File: src/rtl/core/wts_pkg.sv
// ----------------------------------------------------------------------------
// wts_pkg: shared definitions for the waypoint time scaler
// Field widths, register indexes, reset values and the structs that pass
// between the sequencer, the divider and the top level.
// ----------------------------------------------------------------------------
package wts_pkg;

  // Joint fields carried by every input word, and the default joint count.
  localparam int FIELD_JOINTS     = 7;
  localparam int NUM_JOINTS_DEF   = 7;

  localparam int POS_W            = 20;   // Q4.16 signed radians
  localparam int SPEED_W          = 16;   // Q4.12 unsigned rad/s
  localparam int SPEED_FRAC       = 12;
  localparam int TIME_W           = 32;   // 1/65536 s
  localparam int DIVIDEND_W       = POS_W + SPEED_FRAC;

  localparam int IN_DATA_W        = ((FIELD_JOINTS * POS_W + 7) / 8) * 8;
  localparam int OUT_DATA_W       = 2 * TIME_W;
  localparam int CFG_IDX_W        = 4;

  localparam logic [TIME_W-1:0]  TIME_MAX          = '1;
  localparam logic [SPEED_W-1:0] SPEED_RESET       = 16'd8192;
  localparam logic [SPEED_W-1:0] MIN_SEG_RESET     = 16'd6554;

  // Register indexes of the configuration port.
  localparam logic [CFG_IDX_W-1:0] REG_MAX_SPEED_0 = 4'd0;
  localparam logic [CFG_IDX_W-1:0] REG_MAX_SPEED_6 = 4'd6;
  localparam logic [CFG_IDX_W-1:0] REG_MIN_SEG     = 4'd7;

  typedef logic [FIELD_JOINTS-1:0][POS_W-1:0]   joints_t;
  typedef logic [FIELD_JOINTS-1:0][SPEED_W-1:0] speeds_t;

  typedef struct packed {
    logic                  start;
    logic [DIVIDEND_W-1:0] dividend;
    logic [SPEED_W-1:0]    divisor;
  } div_req_t;

  typedef struct packed {
    logic                  done;
    logic [DIVIDEND_W-1:0] quotient;
  } div_rsp_t;

  typedef struct packed {
    logic [TIME_W-1:0] elapsed_time;
    logic [TIME_W-1:0] segment_time;
    logic              saturated;
  } result_t;

endpackage

File: src/rtl/core/wts_div.sv
// ----------------------------------------------------------------------------
// wts_div: serial restoring divider
// Unsigned dividend by a 16-bit divisor, one quotient bit per cycle.
// ----------------------------------------------------------------------------
module wts_div (
  input  logic              clk,
  input  logic              rst_n,
  input  wts_pkg::div_req_t req,
  output wts_pkg::div_rsp_t rsp
);

  localparam int DW = wts_pkg::DIVIDEND_W;
  localparam int SW = wts_pkg::SPEED_W;
  localparam int CW = $clog2(DW);

  logic          busy_r;
  logic          done_r;
  logic [CW-1:0] cnt_r;
  logic [SW-1:0] rem_r;
  logic [SW-1:0] dvs_r;
  logic [DW-1:0] quo_r;

  logic [SW:0]   trial_nxt;
  logic [SW+1:0] diff_nxt;
  logic          ge_nxt;

  // The partial remainder stays below the divisor, so one spare bit suffices.
  assign trial_nxt = {rem_r, quo_r[DW-1]};
  assign diff_nxt  = {1'b0, trial_nxt} - {2'b00, dvs_r};
  assign ge_nxt    = ~diff_nxt[SW+1];

  always_ff @(posedge clk) begin
    if (!rst_n) begin
      busy_r <= 1'b0;
      done_r <= 1'b0;
      cnt_r  <= '0;
    end else begin
      done_r <= 1'b0;
      if (req.start) begin
        busy_r <= 1'b1;
        cnt_r  <= '0;
        rem_r  <= '0;
        quo_r  <= req.dividend;
        dvs_r  <= req.divisor;
      end else if (busy_r) begin
        rem_r <= ge_nxt ? diff_nxt[SW-1:0] : trial_nxt[SW-1:0];
        quo_r <= {quo_r[DW-2:0], ge_nxt};
        cnt_r <= cnt_r + 1'b1;
        if (cnt_r == CW'(DW - 1)) begin
          busy_r <= 1'b0;
          done_r <= 1'b1;
        end
      end
    end
  end

  assign rsp.done     = done_r;
  assign rsp.quotient = quo_r;

  // A finished division must follow a cycle in which the divider was working.
  a_done_after_busy: assert property (@(posedge clk) disable iff (!rst_n)
    done_r |-> $past(busy_r))
    else $error("divider finished without having been busy");

endmodule

File: src/rtl/core/wts_seq.sv
// ----------------------------------------------------------------------------
// wts_seq: waypoint sequencer
// Walks the joints one at a time through the shared divider, keeps the
// largest joint time, clamps it and adds it to the running time.
// ----------------------------------------------------------------------------
module wts_seq #(
  parameter int NUM_JOINTS = wts_pkg::NUM_JOINTS_DEF
) (
  input  logic                 clk,
  input  logic                 rst_n,
  input  logic                 in_valid,
  output logic                 in_ready,
  input  logic                 in_start,
  input  wts_pkg::joints_t     in_joints,
  input  wts_pkg::speeds_t     speed,
  input  logic [wts_pkg::SPEED_W-1:0] min_seg,
  output logic                 res_valid,
  input  logic                 res_ready,
  output wts_pkg::result_t     res
);

  localparam int USED = (NUM_JOINTS > wts_pkg::FIELD_JOINTS) ? wts_pkg::FIELD_JOINTS
                                                             : NUM_JOINTS;
  localparam int JW   = (USED > 1) ? $clog2(USED) : 1;
  localparam int PW   = wts_pkg::POS_W;
  localparam int TW   = wts_pkg::TIME_W;
  localparam int SW   = wts_pkg::SPEED_W;

  typedef enum logic [2:0] {
    S_IDLE,
    S_CALC,
    S_WAIT,
    S_SUM,
    S_HOLD
  } state_t;

  state_t            state_r;
  logic [JW-1:0]     jcnt_r;
  logic [PW-1:0]     pos_r  [USED];
  logic [PW-1:0]     prev_r [USED];
  logic [TW-1:0]     run_r;
  logic [TW-1:0]     seg_r;
  logic              sat_r;
  wts_pkg::result_t  res_r;

  wts_pkg::div_req_t div_req;
  wts_pkg::div_rsp_t div_rsp;

  logic [PW:0]       diff_nxt;
  logic [PW:0]       mag_nxt;
  logic [SW-1:0]     speed_nxt;
  logic              last_nxt;
  logic [TW-1:0]     segf_nxt;
  logic [TW:0]       sum_nxt;

  assign speed_nxt = speed[jcnt_r];
  assign diff_nxt  = {pos_r[jcnt_r][PW-1], pos_r[jcnt_r]}
                   - {prev_r[jcnt_r][PW-1], prev_r[jcnt_r]};
  assign mag_nxt   = diff_nxt[PW] ? (~diff_nxt + 1'b1) : diff_nxt;
  assign last_nxt  = (jcnt_r == JW'(USED - 1));

  // A zero speed limit anywhere forces the full-scale segment.
  always_comb begin
    segf_nxt = sat_r ? wts_pkg::TIME_MAX : seg_r;
    if (segf_nxt < {{(TW - SW){1'b0}}, min_seg}) begin
      segf_nxt = {{(TW - SW){1'b0}}, min_seg};
    end
    sum_nxt = {1'b0, run_r} + {1'b0, segf_nxt};
  end

  assign div_req.start    = (state_r == S_CALC) && (speed_nxt != '0);
  assign div_req.dividend = {mag_nxt[PW-1:0], {wts_pkg::SPEED_FRAC{1'b0}}};
  assign div_req.divisor  = speed_nxt;

  wts_div u_div (
    .clk   (clk),
    .rst_n (rst_n),
    .req   (div_req),
    .rsp   (div_rsp)
  );

  always_ff @(posedge clk) begin
    if (!rst_n) begin
      state_r <= S_IDLE;
      jcnt_r  <= '0;
      run_r   <= '0;
      sat_r   <= 1'b0;
      for (int j = 0; j < USED; j++) begin
        prev_r[j] <= '0;
      end
    end else begin
      case (state_r)
        S_IDLE: begin
          if (in_valid) begin
            for (int j = 0; j < USED; j++) begin
              pos_r[j] <= in_joints[j];
            end
            jcnt_r <= '0;
            seg_r  <= '0;
            sat_r  <= 1'b0;
            if (in_start) begin
              for (int j = 0; j < USED; j++) begin
                prev_r[j] <= in_joints[j];
              end
              run_r   <= '0;
              res_r   <= '0;
              state_r <= S_HOLD;
            end else begin
              state_r <= S_CALC;
            end
          end
        end
        S_CALC: begin
          if (speed_nxt == '0) begin
            sat_r          <= 1'b1;
            prev_r[jcnt_r] <= pos_r[jcnt_r];
            if (last_nxt) begin
              state_r <= S_SUM;
            end else begin
              jcnt_r <= jcnt_r + 1'b1;
            end
          end else begin
            state_r <= S_WAIT;
          end
        end
        S_WAIT: begin
          if (div_rsp.done) begin
            if (div_rsp.quotient > seg_r) begin
              seg_r <= div_rsp.quotient;
            end
            prev_r[jcnt_r] <= pos_r[jcnt_r];
            if (last_nxt) begin
              state_r <= S_SUM;
            end else begin
              jcnt_r  <= jcnt_r + 1'b1;
              state_r <= S_CALC;
            end
          end
        end
        S_SUM: begin
          res_r.segment_time <= segf_nxt;
          if (sum_nxt[TW]) begin
            run_r              <= wts_pkg::TIME_MAX;
            res_r.elapsed_time <= wts_pkg::TIME_MAX;
            res_r.saturated    <= 1'b1;
          end else begin
            run_r              <= sum_nxt[TW-1:0];
            res_r.elapsed_time <= sum_nxt[TW-1:0];
            res_r.saturated    <= sat_r;
          end
          state_r <= S_HOLD;
        end
        S_HOLD: begin
          if (res_ready) begin
            state_r <= S_IDLE;
          end
        end
        default: begin
          state_r <= S_IDLE;
        end
      endcase
    end
  end

  assign in_ready  = (state_r == S_IDLE);
  assign res_valid = (state_r == S_HOLD);
  assign res       = res_r;

  // The divider only reports back while the sequencer is waiting for it.
  a_done_in_wait: assert property (@(posedge clk) disable iff (!rst_n)
    div_rsp.done |-> (state_r == S_WAIT))
    else $error("divider result arrived outside the wait state");

  // An accepted waypoint always leaves the idle state.
  a_accept_leaves_idle: assert property (@(posedge clk) disable iff (!rst_n)
    (in_valid && in_ready) |=> (state_r != S_IDLE))
    else $error("accepted waypoint did not start processing");

endmodule

File: src/rtl/core/waypoint_time_scaler.sv
// ----------------------------------------------------------------------------
// waypoint_time_scaler: velocity limited timing of joint waypoints
// Top level with configuration registers, sequencer and result register.
// ----------------------------------------------------------------------------
// Each input word carries one waypoint: in_tuser[0] is the start flag and
// in_tdata holds the joint positions. A start word stores the waypoint and
// answers with all-zero times. Any other word finds, per joint, the position
// change divided by that joint's speed limit, keeps the largest, raises it to
// the minimum segment time and adds it to the running time; the output word
// carries the running time, the segment time and a saturation flag.
// A start word moves from acceptance straight to the result state. Any other
// word is paced by the single serial divider, which produces one quotient
// bit per cycle and is shared by all joints in turn; in_tready is low until
// that word's result has been handed on to the output register.
// The result is held in an output register, so a stalled receiver does not
// stop the next waypoint from being accepted; only the following result waits.
// Reset (synchronous, active low) restores the default speed limits and the
// minimum segment time, clears the stored waypoint and the running time, and
// empties the output register. Configuration words are always accepted and
// should be written while the block is idle.
// ----------------------------------------------------------------------------
module waypoint_time_scaler #(
  parameter int NUM_JOINTS = wts_pkg::NUM_JOINTS_DEF
) (
  input  logic                              clk,
  input  logic                              rst_n,
  // Input words.
  input  logic                              in_tvalid,
  output logic                              in_tready,
  // in_tdata: joint_0 [19:0] .. joint_6 [139:120], zero padding [143:140]
  input  logic [wts_pkg::IN_DATA_W-1:0]     in_tdata,
  // in_tuser: start_req [0]
  input  logic [0:0]                        in_tuser,
  // Result words.
  output logic                              out_tvalid,
  input  logic                              out_tready,
  // out_tdata: elapsed_time [31:0], segment_time [63:32]
  output logic [wts_pkg::OUT_DATA_W-1:0]    out_tdata,
  // out_tuser: saturated [0]
  output logic [0:0]                        out_tuser,
  // Configuration writes.
  input  logic                              cfg_valid,
  output logic                              cfg_ready,
  input  logic [wts_pkg::CFG_IDX_W-1:0]     cfg_index,
  input  logic [wts_pkg::SPEED_W-1:0]       cfg_data
);

  localparam int PW = wts_pkg::POS_W;

  wts_pkg::speeds_t             speed_r;
  logic [wts_pkg::SPEED_W-1:0]  min_seg_r;
  wts_pkg::joints_t             joints;
  logic                         res_valid;
  logic                         res_ready;
  wts_pkg::result_t             res;
  logic                         out_valid_r;
  wts_pkg::result_t             out_r;

  // Configuration registers: indexes past the list are ignored.
  assign cfg_ready = 1'b1;

  always_ff @(posedge clk) begin
    if (!rst_n) begin
      for (int j = 0; j < wts_pkg::FIELD_JOINTS; j++) begin
        speed_r[j] <= wts_pkg::SPEED_RESET;
      end
      min_seg_r <= wts_pkg::MIN_SEG_RESET;
    end else if (cfg_valid && cfg_ready) begin
      case (cfg_index) inside
        [wts_pkg::REG_MAX_SPEED_0:wts_pkg::REG_MAX_SPEED_6]: begin
          speed_r[cfg_index[2:0]] <= cfg_data;
        end
        wts_pkg::REG_MIN_SEG: begin
          min_seg_r <= cfg_data;
        end
        default: begin
        end
      endcase
    end
  end

  // Unpack the joint positions from the input word.
  always_comb begin
    for (int j = 0; j < wts_pkg::FIELD_JOINTS; j++) begin
      joints[j] = in_tdata[j*PW +: PW];
    end
  end

  wts_seq #(
    .NUM_JOINTS (NUM_JOINTS)
  ) u_seq (
    .clk       (clk),
    .rst_n     (rst_n),
    .in_valid  (in_tvalid),
    .in_ready  (in_tready),
    .in_start  (in_tuser[0]),
    .in_joints (joints),
    .speed     (speed_r),
    .min_seg   (min_seg_r),
    .res_valid (res_valid),
    .res_ready (res_ready),
    .res       (res)
  );

  // Output register: refilled whenever it is empty or being emptied.
  assign res_ready = !out_valid_r || out_tready;

  always_ff @(posedge clk) begin
    if (!rst_n) begin
      out_valid_r <= 1'b0;
    end else if (res_valid && res_ready) begin
      out_valid_r <= 1'b1;
      out_r       <= res;
    end else if (out_tready) begin
      out_valid_r <= 1'b0;
    end
  end

  assign out_tvalid = out_valid_r;
  assign out_tdata  = {out_r.segment_time, out_r.elapsed_time};
  assign out_tuser  = out_r.saturated;

  // Without saturation the running time includes the segment just added.
  a_time_covers_segment: assert property (@(posedge clk) disable iff (!rst_n)
    (out_valid_r && !out_r.saturated) |-> (out_r.elapsed_time >= out_r.segment_time))
    else $error("running time smaller than its own segment");

  // Saturation with a finite segment can only come from the running time.
  a_sat_source: assert property (@(posedge clk) disable iff (!rst_n)
    (out_valid_r && out_r.saturated && (out_r.segment_time != wts_pkg::TIME_MAX))
      |-> (out_r.elapsed_time == wts_pkg::TIME_MAX))
    else $error("saturation flagged without a saturated time");

endmodule

File: config.mk
export PLATFORM = sky130hd
export DESIGN_NAME = waypoint_time_scaler
export DESIGN_NICKNAME = d
export VERILOG_FILES = /design/src/rtl/core/wts_pkg.sv /design/src/rtl/core/wts_div.sv /design/src/rtl/core/wts_seq.sv /design/src/rtl/core/waypoint_time_scaler.sv
export SDC_FILE = /design/constraint.sdc
export NUM_CORES = 1
export LEC_CHECK = 0
export BUFFER_PORTS_ARGS = -buffer_cell sky130_fd_sc_hd__buf_2
export CAP_MARGIN = 25
export CELL_PAD_IN_SITES_DETAIL_PLACEMENT = 0
export CELL_PAD_IN_SITES_GLOBAL_PLACEMENT = 1
export CORE_UTILIZATION = 50
export DETAILED_ROUTE_END_ITERATION = 6
export GPL_TIMING_DRIVEN = 0
export PLACE_DENSITY_LB_ADDON = 0.1
export SYNTH_ARGS = -nofsm -noshare
export SYNTH_HDL_FRONTEND = slang
export SYNTH_SLANG_ARGS = --single-unit
File: constraint.sdc
create_clock -name clk -period 20.5 [get_ports clk]
set_clock_uncertainty 0.2 [all_clocks]
set_input_delay 3.075 -clock clk [delete_from_list [all_inputs] [get_ports clk]]
set_output_delay 3.075 -clock clk [all_outputs]
set_load 0.03 [all_outputs]
==> run metrics, run 1 <==
status=finished clean; Num CTS Buffers=76; area delta synth->final=15.8%; Fin. Hold Viols=0; area of the core=66300 sq um; Slew headroom=26.8%; final setup fails=0; Mapped Area=33800 sq um; Initial Util=50.9%; CTS hold repair buffers=0; antenna violations before repair=2; Max Slew Vio Count=0; H-tree lvl count=3; Detailed Routing Iterations Pass 1=6; Slew @ Worst Pin=1.10 ns; fin crit period=7.73 ns; kind of start point of the critical path=flip-flop; Crit Path Max Fanout=10; register area share after synthesis=57.3%; Post-Synthesis Cells=2894; Fmax=129 MHz; Main synth FF type=edfxtp_1; library cells used by synthesis=84; Site Rows=94; Vias/cell=5.94; Routed WL=99.6 mm; final worst-path cycle share=37.7%; most frequent cells in the layout=526 x edfxtp_1, 378 x nand2_1, 229 x buf_2, 204 x a21oi_1, 178 x dfxtp_1; wire per inst=24.1 microns; largest net degree at the start of global routing=46; setup repair bufs after CTS=0; Post-synth EDFFs=526; Top Ports=238; Die H=262 microns; Nets=3507; IO buf count=215; Crit-path slowest cell=dfxtp_1; synthesized flop and latch total=704; layout cells sized above 1=17.3%; Max Cap Viol=0; Initial DRC Count=2173; GRT overflow=0; post-placement setup slack=12.61 ns; first-pass GRT wire length=147 mm; Worst Path Buf+Inv=6; peak supply drop=0.0750 mV; Clk Latency, worst-skew pair=0.64 ns; Largest delay share family, worst path=compound AO/OA/AOI/OAI gates; Tot GR Track Use=29.0%; Die X=262 microns; vias=24.6k; R2R Setup Slk=12.77 ns; Root Driver=clkbuf_16; Setup CP Type=flip-flop to flip-flop; CP Capture Type=flip-flop; die area=68600 sq um; PostCTS Resize Cnt=0; RD Place Congestion=0.958; ys async rst share=0%; Arr. time, crit path=7.99 ns; Ant. Diodes=0; setup TNS=0 ns; Post-route DRC=0; vias in the first global route=24.3k; Leak=14.7 nW; Data required, critical path=20.76 ns; unrepaired setup endpoints after global routing=no; DRT antenna net count=0; CTS tree=yes; clock sinks=704; Pwr Density=94.4 nW/um^2; final core occ=58.9%; post-synthesis area per instance=11.7 sq um; commonest non-fill, non-tap cell in the layout=edfxtp_1; Net Count, Synth=3187; hpwl dp=72.1 mm; Worst-path clk slew=0.06 ns; Clock Path Buffers=3; final setup margin=12.77 ns; slowest stage delay, CP=0.52 ns; HP Class=flip-flop to flip-flop; Ys Warns=0
[path summary, 6_finish.rpt]
kind | startpoint | to | cells past startpoint
max | u_seq.sat_r | u_seq.res[0] | 28
min | u_seq.res[57] | out_tdata[24] | 0
max reg2reg | u_seq.sat_r | u_seq.res[0] | 28
min reg2reg | u_seq.res[57] | out_tdata[24] | 0
[cell usage after synthesis (16+ instances only)]
master    instances  area (sq um)
edfxtp_1        526         15800
nand2_1         378          1420
a21oi_1         205          1030
dfxtp_1         178          3560
nor2_1          148           556
o21ai_0         135           676
clkbuf_1        124           465
a22o_1          123          1080
ha_1            120          1500
inv_1           115           432
mux2i_1          72           721
mux4_2           63          1420
nand3_1          55           275
and2_1           53           332
a21o_1           48           360
and3_1           46           288
mux2_2           42           473
xnor2_1          41           359
or2_2            37           231
nor3_1           29           145
xor2_1           26           228
nor2b_1          22           138
a31oi_1          19           119
buf_1            19          71.3
o21a_1           19           143
a211oi_1         16           120
buf_4            16           120
nand2b_1         16           100
[flip-flops by register name, summed over array words and instances, names as in the netlist, named ones only]
name,cells
min_seg_r,16
out_tdata,64
out_tuser,1
out_tvalid,1
speed_r,112
u_seq.jcnt_r,3
u_seq.pos_r,140
u_seq.prev_r,160
u_seq.res,65
u_seq.run_r,32
u_seq.sat_r,1
u_seq.seg_r,32
u_seq.state_r,3
u_seq.u_div.busy_r,1
u_seq.u_div.cnt_r,5
u_seq.u_div.done_r,1
u_seq.u_div.dvs_r,16
u_seq.u_div.quo_r,32
u_seq.u_div.rem_r,16
[layout make-up]
| cell class | instances | area, sq um |
|---|---|---|
| fillers | 5562 | 27200 |
| inverters | 116 | 435 |
| multi-input cells | 1895 | 13300 |
| clock buffers | 90 | 2010 |
| repair buffers | 242 | 1550 |
| plain buffers | 179 | 763 |
| clock inverters | 51 | 607 |
| well taps | 864 | 1080 |
| flip-flops and latches | 704 | 19400 |
[through the flow]
stage / std cells / instance area, sq um / hold WS [ns] / total power, mW
floorplan: 2894 / 33800 / 0.200 / 2.08
global placement: 3973 / 35900 / 0.201 / 2.26
detailed placement: 3997 / 36400 / 0.205 / 2.28
CTS: 4138 / 39100 / 0.208 / 3.70
global route: 4141 / 39100 / 0.228 / 3.81
finish: 4141 / 39100 / 0.208 / 3.69
[cells by family (layout without fill, tap and decap cells)]
| group | Yosys count | in the layout | synth area share (%) |
|---|---|---|---|
| and+or+nand+nor | 846 | 846 | 11.7 |
| DFF | 704 | 704 | 57.3 |
| AOI/OAI and AO/OA | 675 | 675 | 13.1 |
| buffers and inverters | 295 | 678 | 3.55 |
| muxes | 183 | 183 | 7.94 |
| adders and majority gates | 123 | 123 | 4.62 |
| xor gates and xnor gates | 67 | 67 | 1.74 |
| other | 1 | 1 | 0.0111 |
[metal layers]
metal,part of all wire [%],GRT usage (%),up-vias
met3,7.0,4.46,249
met4,4.4,12.6,0
met2,48,48.0,1061
li1,-,-,11400
met1,41,37.9,11900
met5,0,0,-
[where the power goes]
| part | internal (mW) | total [mW] | switching, mW |
|---|---|---|---|
| clock network | 0.837 | 1.43 | 0.598 |
| logic | 0.224 | 0.600 | 0.376 |
| registers | 1.63 | 1.65 | 0.0274 |
No activity file was read; power rests on OpenSTA's default activity.
==> run 2: changes to the inputs <==
--- a/config.mk
+++ b/config.mk
@@ -9,7 +9,7 @@
 export CAP_MARGIN = 25
 export CELL_PAD_IN_SITES_DETAIL_PLACEMENT = 0
 export CELL_PAD_IN_SITES_GLOBAL_PLACEMENT = 1
-export CORE_UTILIZATION = 50
+export CORE_UTILIZATION = 49
 export DETAILED_ROUTE_END_ITERATION = 6
 export GPL_TIMING_DRIVEN = 0
 export PLACE_DENSITY_LB_ADDON = 0.1
==> constraint.sdc (replaced) <==
create_clock -name clk -period 7.2 [get_ports clk]
set_clock_uncertainty 0.2 [all_clocks]
set_input_delay 1.08 -clock clk [delete_from_list [all_inputs] [get_ports clk]]
set_output_delay 1.08 -clock clk [all_outputs]
set_load 0.03 [all_outputs]
==> run 2 against run 1 <==
  * Global-route usage shrank 0.92 points
  * Maximum frequency rose by 13%
  * Die area rose by 2.0%
  * Power rose to 2.8 times the previous value
  * Clock-buffer cell count is 9 higher
  * Critical path depth down 3
  * Non-clock buffer count decreased by 1
  * Critical endpoint is now u_seq.res[43]
==> run metrics, run 2 (same netlist as run 1, synthesis figures left out) <==
final worst-path cycle share=95.1% (+57 points); Pwr Density=261 nW/um^2 (+180%); Clk Latency, worst-skew pair=0.65 ns (about the same); Fmax=146 MHz (+13%); Crit Path Max Fanout=10 (unchanged); Arr. time, crit path=7.01 ns (-0.98 ns); largest registers=u_seq.prev_r: 160 flops, u_seq.pos_r: 140 flops, speed_r: 112 flops; Worst Path Buf+Inv=4 (-2); slowest stage delay, CP=0.54 ns (+0.02 ns); Setup CP Type=flip-flop to flip-flop; Num CTS Buffers=75 (-1.3%); vias=24.4k (-0.96%); setup TNS=0 ns (unchanged); area delta synth->final=15.4%; Slew headroom=21.9% (-4.9 points); Vias/cell=5.88 (-1.0%); Hold WS=0.217 ns (+0.00934 ns); Worst-path clk slew=0.07 ns (about the same); Crit-path slowest cell=a311o_2; CTS tree=yes; Max Cap Viol=0 (unchanged); vias in the first global route=24.2k (-0.33%); unrepaired setup endpoints after global routing=no; Leak=14.6 nW (-0.61%); IO buf count=215 (unchanged); GRT overflow=0 (unchanged); clock sinks=704 (unchanged); fillers=5636 (+1.3%); Die H=265 microns (+1.0%); first-pass GRT wire length=148 mm (about the same); critical path depth in cells=25 (-11%); Routed WL=98.9 mm (-0.69%); Largest delay share family, worst path=compound AO/OA/AOI/OAI gates; Site Rows=95 (+1.1%); Total Power=10.2 mW (+180%); Root Driver=clkbuf_16; Post-route DRC=0 (unchanged); Tot GR Track Use=28.1% (-0.92 points); antenna violations before repair=3 (+1); Initial DRC Count=1973 (-9.2%); Detailed Routing Iterations Pass 1=6 (unchanged); Die X=265 microns (+1.0%); area of the core=67600 sq um (+2.0%); die area=70000 sq um (+2.0%); Largest Register=u_seq.prev_r; Crit path top cell by count=a21o_1; CP Capture Type=flip-flop; hpwl dp=72.5 mm (+0.58%); Slew @ Worst Pin=1.17 ns (+0.0728 ns); status=finished clean; H-tree lvl count=3 (unchanged); worst-case reg-to-reg path depth=25 (-11%); Nets=3505 (-0.057%); fin crit period=6.85 ns (-0.879 ns); final setup fails=0 (unchanged); number of flip-flops in the largest register=160 (unchanged); Fin. Hold Viols=0 (unchanged); Final Cell Area=39000 sq um (-0.33%); Top Ports=238 (unchanged); Placed Area=36600 sq um (+0.34%); Initial Util=49.9% (-0.98 points); HP Class=flip-flop to flip-flop; peak supply drop=0.207 mV (+180%); commonest non-fill, non-tap cell in the layout=edfxtp_1; kind of start point of the critical path=flip-flop; layout cells sized above 1=17.3% (-0.029 points); cell depth of the worst hold path=0 (unchanged); wire per inst=23.9 microns (-0.76%); largest net degree at the start of global routing=47 (+2.2%); DRT antenna net count=0 (unchanged); Max Slew Vio Count=0 (unchanged); Ant. Diodes=0 (unchanged); Data required, critical path=7.37 ns (-13.39 ns); most frequent cells in the layout=526 x edfxtp_1, 378 x nand2_1, 229 x buf_2, 203 x a21oi_1, 178 x dfxtp_1; RD Place Congestion=0.908 (-5.2%); Clock Path Buffers=3 (unchanged)
-- run 2: changes by cell type in the layout (fill, tap and decap cells not counted), moves of 2 or more --
cell             delta
buf_1               -2
buf_16              +3
buf_6               -5
buf_8               +2
bufinv_16           -7
clkbuf_1            +2
clkbuf_16           -2
clkbuf_2            +6
clkdlybuf4s15_2     +2
clkinv_2            -3
clkinv_4            -2
-- run 2: timing repair --
item	4_1_cts	5_1_grt
hold buffers	0	0
setup buffers	0	0
endpoints found under the setup margin	73	64
endpoints found under the hold margin	0	0
resized for setup	10	5
-- run 2: worst paths after layout --
kind / startpoint / end / slack (ns)
setup reg to reg: u_seq.sat_r / u_seq.res[43] / 0.35
setup / recovery: u_seq.sat_r / u_seq.res[43] / 0.35
hold / removal: u_seq.res[13] / out_tdata[44] / 0.22
hold reg to reg: u_seq.res[13] / out_tdata[44] / 0.22
-- run 2: power by group --
part           internal, mW  switching [mW]  leakage [nW]  total (mW)
Sequential             4.63          0.0753          6.45        4.71
Combinational         0.640            1.07          7.04        1.71
Clock                  2.10            1.65          1.15        3.75
-- run 2: cell type report --
type                       count  area, sq um  share of cell area, %
multi-input combinational   1895        13300                   34.2
timing repair buffer         243         1620                   4.15
clock buffer                  99         2010                   5.15
tap                          873         1090                   2.80
sequential                   704        19400                   49.7
inverter                     116          435                   1.12
buffer                       177          777                   1.99
clock inverter                37          357                  0.915
-- run 2: routing by layer --
layer  wire (microns)  GRT usage (%)  part of all wire (%)
met5               25              0                 0.025
met4             3770           11.0                   3.8
met3             6570           4.57                   6.6
met2            47000           46.4                    48
met1            41500           37.0                    42
-- run 2: metrics by stage --
step	instances	util (%)	setup slack [ns]
floorplan	2894	-	1.06
global placement	3982	53.2	-1.80
detailed placement	4009	54.1	-0.499
CTS	4144	57.6	0.0232
global route	4144	57.6	0.0507
finish	4144	57.6	0.353
==> run 3: changes to the inputs <==
--- a/config.mk
+++ b/config.mk
@@ -9,10 +9,11 @@
 export CAP_MARGIN = 25
 export CELL_PAD_IN_SITES_DETAIL_PLACEMENT = 0
 export CELL_PAD_IN_SITES_GLOBAL_PLACEMENT = 1
-export CORE_UTILIZATION = 49
+export CORE_UTILIZATION = 50
 export DETAILED_ROUTE_END_ITERATION = 6
 export GPL_TIMING_DRIVEN = 0
 export PLACE_DENSITY_LB_ADDON = 0.1
 export SYNTH_ARGS = -nofsm -noshare
 export SYNTH_HDL_FRONTEND = slang
+export SYNTH_HIERARCHICAL = 1
 export SYNTH_SLANG_ARGS = --single-unit
==> run 3 against run 2 <==
  * Maximum frequency up 0.96%
  * Flip-flop and latch count stayed put
  * Clock-buffer cell count increased by 5
  * Sequential power shrank 0.8%
  * Combinational power fell by 4%
  * Synthesized cell count down 3.6%
  * Global-route usage increased by 0.59 points
  * Cell count is 0.51% lower
  * Sequential share of layout area shrank 1.2 points
  * Power grew 0.59%
  * Non-clock buffer count fell by 10
  * Worst hold slack got worse by 0.0010 ns
==> run metrics, run 3 <==
status=finished clean; Post-synth EDFFs=526 (unchanged); Largest Register=u_seq/prev_r; Vias/cell=5.93 (+0.84%); Max Cap Viol=0 (unchanged); Fmax=147 MHz (+0.96%); hpwl dp=74.7 mm (+3.0%); Fin. Hold Viols=0 (unchanged); internal power=7.49 mW (+1.5%); sequential power share=45.6% (-0.7 points); most frequent cells in the layout=526 x edfxtp_1, 253 x buf_2, 252 x nand2_1, 209 x mux2i_1, 177 x dfxtp_1; cell depth of the worst hold path=0 (unchanged); Clk pwr share=38.4% (+1.5 points); Top Ports=238 (unchanged); HP Class=flip-flop to flip-flop; post-synthesis area per instance=12.4 sq um (+6.4%); peak supply drop=0.194 mV (-6.5%); antenna violations before repair=2 (-1); die area=70300 sq um (+0.47%); post-synth top area share=45.6% (-1.2 points); Crit path top cell by count=clkbuf_1; R2R Setup Slk=0.42 ns (+0.07 ns); Die X=265 microns (+0.24%); number of flip-flops in the largest register=160 (unchanged); area delta synth->final=15.4% (about the same); Post-Synthesis Cells=2789 (-3.6%); CP Capture Type=flip-flop; Synth area leader=edfxtp_1; combinational power share=16.0% (-0.8 points); Commonest cells post-synth=526 x edfxtp_1, 252 x nand2_1, 209 x mux2i_1; CTS hold repair buffers=0 (unchanged); kind of start point of the critical path=flip-flop; RD Place Congestion=0.882 (-2.9%); clock sinks=704 (unchanged); Root Driver=clkbuf_16; IO buf count=232 (+7.9%); Detailed Routing Iterations Pass 1=6 (unchanged); CTS tree=yes; layout cells sized above 1=20.1% (+2.9 points); most instantiated library cell after synthesis=edfxtp_1; vias=24.5k (+0.33%); Nets=3421 (-2.4%); commonest non-fill, non-tap cell in the layout=edfxtp_1; synthesized flop and latch total=704 (unchanged); unrepaired setup endpoints after global routing=no; Max Slew Vio Count=0 (unchanged); RR Endpoint=u_seq/u_div/quo_r[15]; area of the core=68600 sq um (+1.4%); Site Rows=96 (+1.1%); wire per inst=24.4 microns (+2.4%); register area share after synthesis=55.9% (-1.4 points); Routed WL=101 mm (+1.8%); setup TNS=0 ns (unchanged); Data required, critical path=7.36 ns (about the same); Crit Path Max Fanout=10 (unchanged); ys async rst share=0% (unchanged); Ys Warns=6 (+6); vias in the first global route=24.6k (+1.6%); Tot GR Track Use=28.7% (+0.59 points); Area contributors post-synth=edfxtp_1 46%, dfxtp_1 10%, mux2i_1 6.0%, ha_1 4.3%, mux4_2 4.2%; Pwr Density=256 nW/um^2 (-1.9%); Arr. time, crit path=6.94 ns (-0.07 ns); Setup CP Type=flip-flop to flip-flop; Initial DRC Count=2384 (+21%); Num CTS Buffers=77 (+2.7%); DRT antenna net count=0 (unchanged); final setup fails=0 (unchanged); GRT overflow=0 (unchanged); Crit-path slowest cell=clkbuf_1; Clk Latency, worst-skew pair=0.65 ns (about the same); Post-route DRC=0 (unchanged); Die H=265 microns (+0.24%); library cells used by synthesis=94 (+12%); Main synth FF type=edfxtp_1; Initial Util=50.5% (+0.55 points); fin crit period=6.78 ns (-0.0651 ns); CP Cell Sequence=buf_2, clkbuf_1, mux2i_1, o21ai_0, mux2_2, ha_1, clkbuf_1, a21oi_1, or3_1, a21oi_1, o41ai_1, a21oi_1, a21o_1, o21a_1, clkbuf_1, clkbuf_1, nor2_1, xnor2_1, mux2_2; Clock Path Buffers=3 (unchanged); largest registers=u_seq/prev_r: 160 flops, u_seq/pos_r: 140 flops, speed_r: 112 flops; Slew @ Worst Pin=1.04 ns (-0.133 ns); Slew headroom=30.8% (+8.9 points); worst-case reg-to-reg path depth=19 (-24%); Sw Ratio=26.9% (-0.67 points); H-tree lvl count=3 (unchanged); Switch Pwr=2.75 mW (-1.9%); final worst-path cycle share=94.2% (-0.90 points); first-pass GRT wire length=150 mm (+1.6%); largest net degree at the start of global routing=46 (-2.1%); slowest stage delay, CP=0.76 ns (+0.22 ns); Worst setup endpoint=u_seq/u_div/quo_r[15]; Total Power=10.2 mW (+0.59%); Mapped Area=34600 sq um (+2.5%); Worst-path clk slew=0.06 ns (about the same); Leak=15.4 nW (+5.4%)
-- run 3: cell type report --
cell class	count	area [sq um]
multi-input cells	1822	14200
clock buffers	104	2140
well taps	931	1160
inverters	113	424
plain buffers	158	761
flip-flops and latches	704	19400
repair buffers	252	1550
fillers	5674	28600
clock inverters	37	388
diodes	2	5.00
-- run 3: per-stage QoR --
step           cell area [sq um]  setup slack (ns)  hold WS, ns  cells  utilization [%]
2_1_floorplan              34700             0.338        0.200   2800                -
3_3_place_gp               37000             -2.57        0.201   3963             53.9
3_5_place_dp               37400             -1.21        0.205   3981             54.5
4_1_cts                    39900             0.117        0.217   4120             58.2
5_1_grt                    40000            0.0497        0.219   4121             58.3
6_report                   40000             0.418        0.216   4123             58.3
-- run 3: worst max-delay path: cells and delay by family (launching register included) --
kind | cells | cell delay [ns]
buffers and inverters | 5 | 2.30
AOI/OAI and AO/OA | 7 | 1.45
muxes | 3 | 0.96
DFF | 1 | 0.58
and+or+nand+nor | 2 | 0.49
adders and majority gates | 1 | 0.36
xor gates and xnor gates | 1 | 0.15
-- run 3: cells by family (layout without fill, tap and decap cells) --
logic type	Yosys count	in the layout	share of synthesized area (%)
adders and majority gates	123	123	4.51
xor gates and xnor gates	64	64	1.62
muxes	349	349	12.7
and+or+nand+nor	723	723	10.3
other	2	15	0.0217
DFF	704	704	55.9
AOI/OAI and AO/OA	550	550	11.5
buffers and inverters	274	664	3.42
-- run 3: how the worst min path moves through the flow --
stage | start | to
3_5_place_dp | u_seq/res[45] | out_tdata[12]
3_3_place_gp | u_seq/res[40] | out_tdata[7]
2_1_floorplan | u_seq/res[33] | out_tdata[0]
4_1_cts | u_seq/res[47] | out_tdata[14]
6_report | u_seq/res[15] | out_tdata[46]
5_1_grt | u_seq/res[60] | out_tdata[27]
-- run 3: layer usage --
metal	share of wire [%]	GRT usage (%)	up-vias
met5	0.013	0	-
met4	3.2	9.70	2
met3	7.6	4.85	193
met2	48	48.3	1023
met1	41	37.5	12100
li1	-	-	11100
-- run 3: power groups by stage --
stage / logic, mW / clock network (mW) / registers, mW
2_1_floorplan: 1.06 / 0 / 4.76
3_3_place_gp: 1.55 / 0 / 4.76
3_5_place_dp: 1.62 / 0 / 4.75
4_1_cts: 1.62 / 4.00 / 4.67
5_1_grt: 1.77 / 4.14 / 4.69
6_report: 1.64 / 3.92 / 4.67
-- run 3: what timing repair did --
action / CTS / global route
setup endpoints to repair: 82 / 41
endpoints found under the hold margin: 0 / 0
resized for setup: 10 / 7
setup buffers: 0 / 0
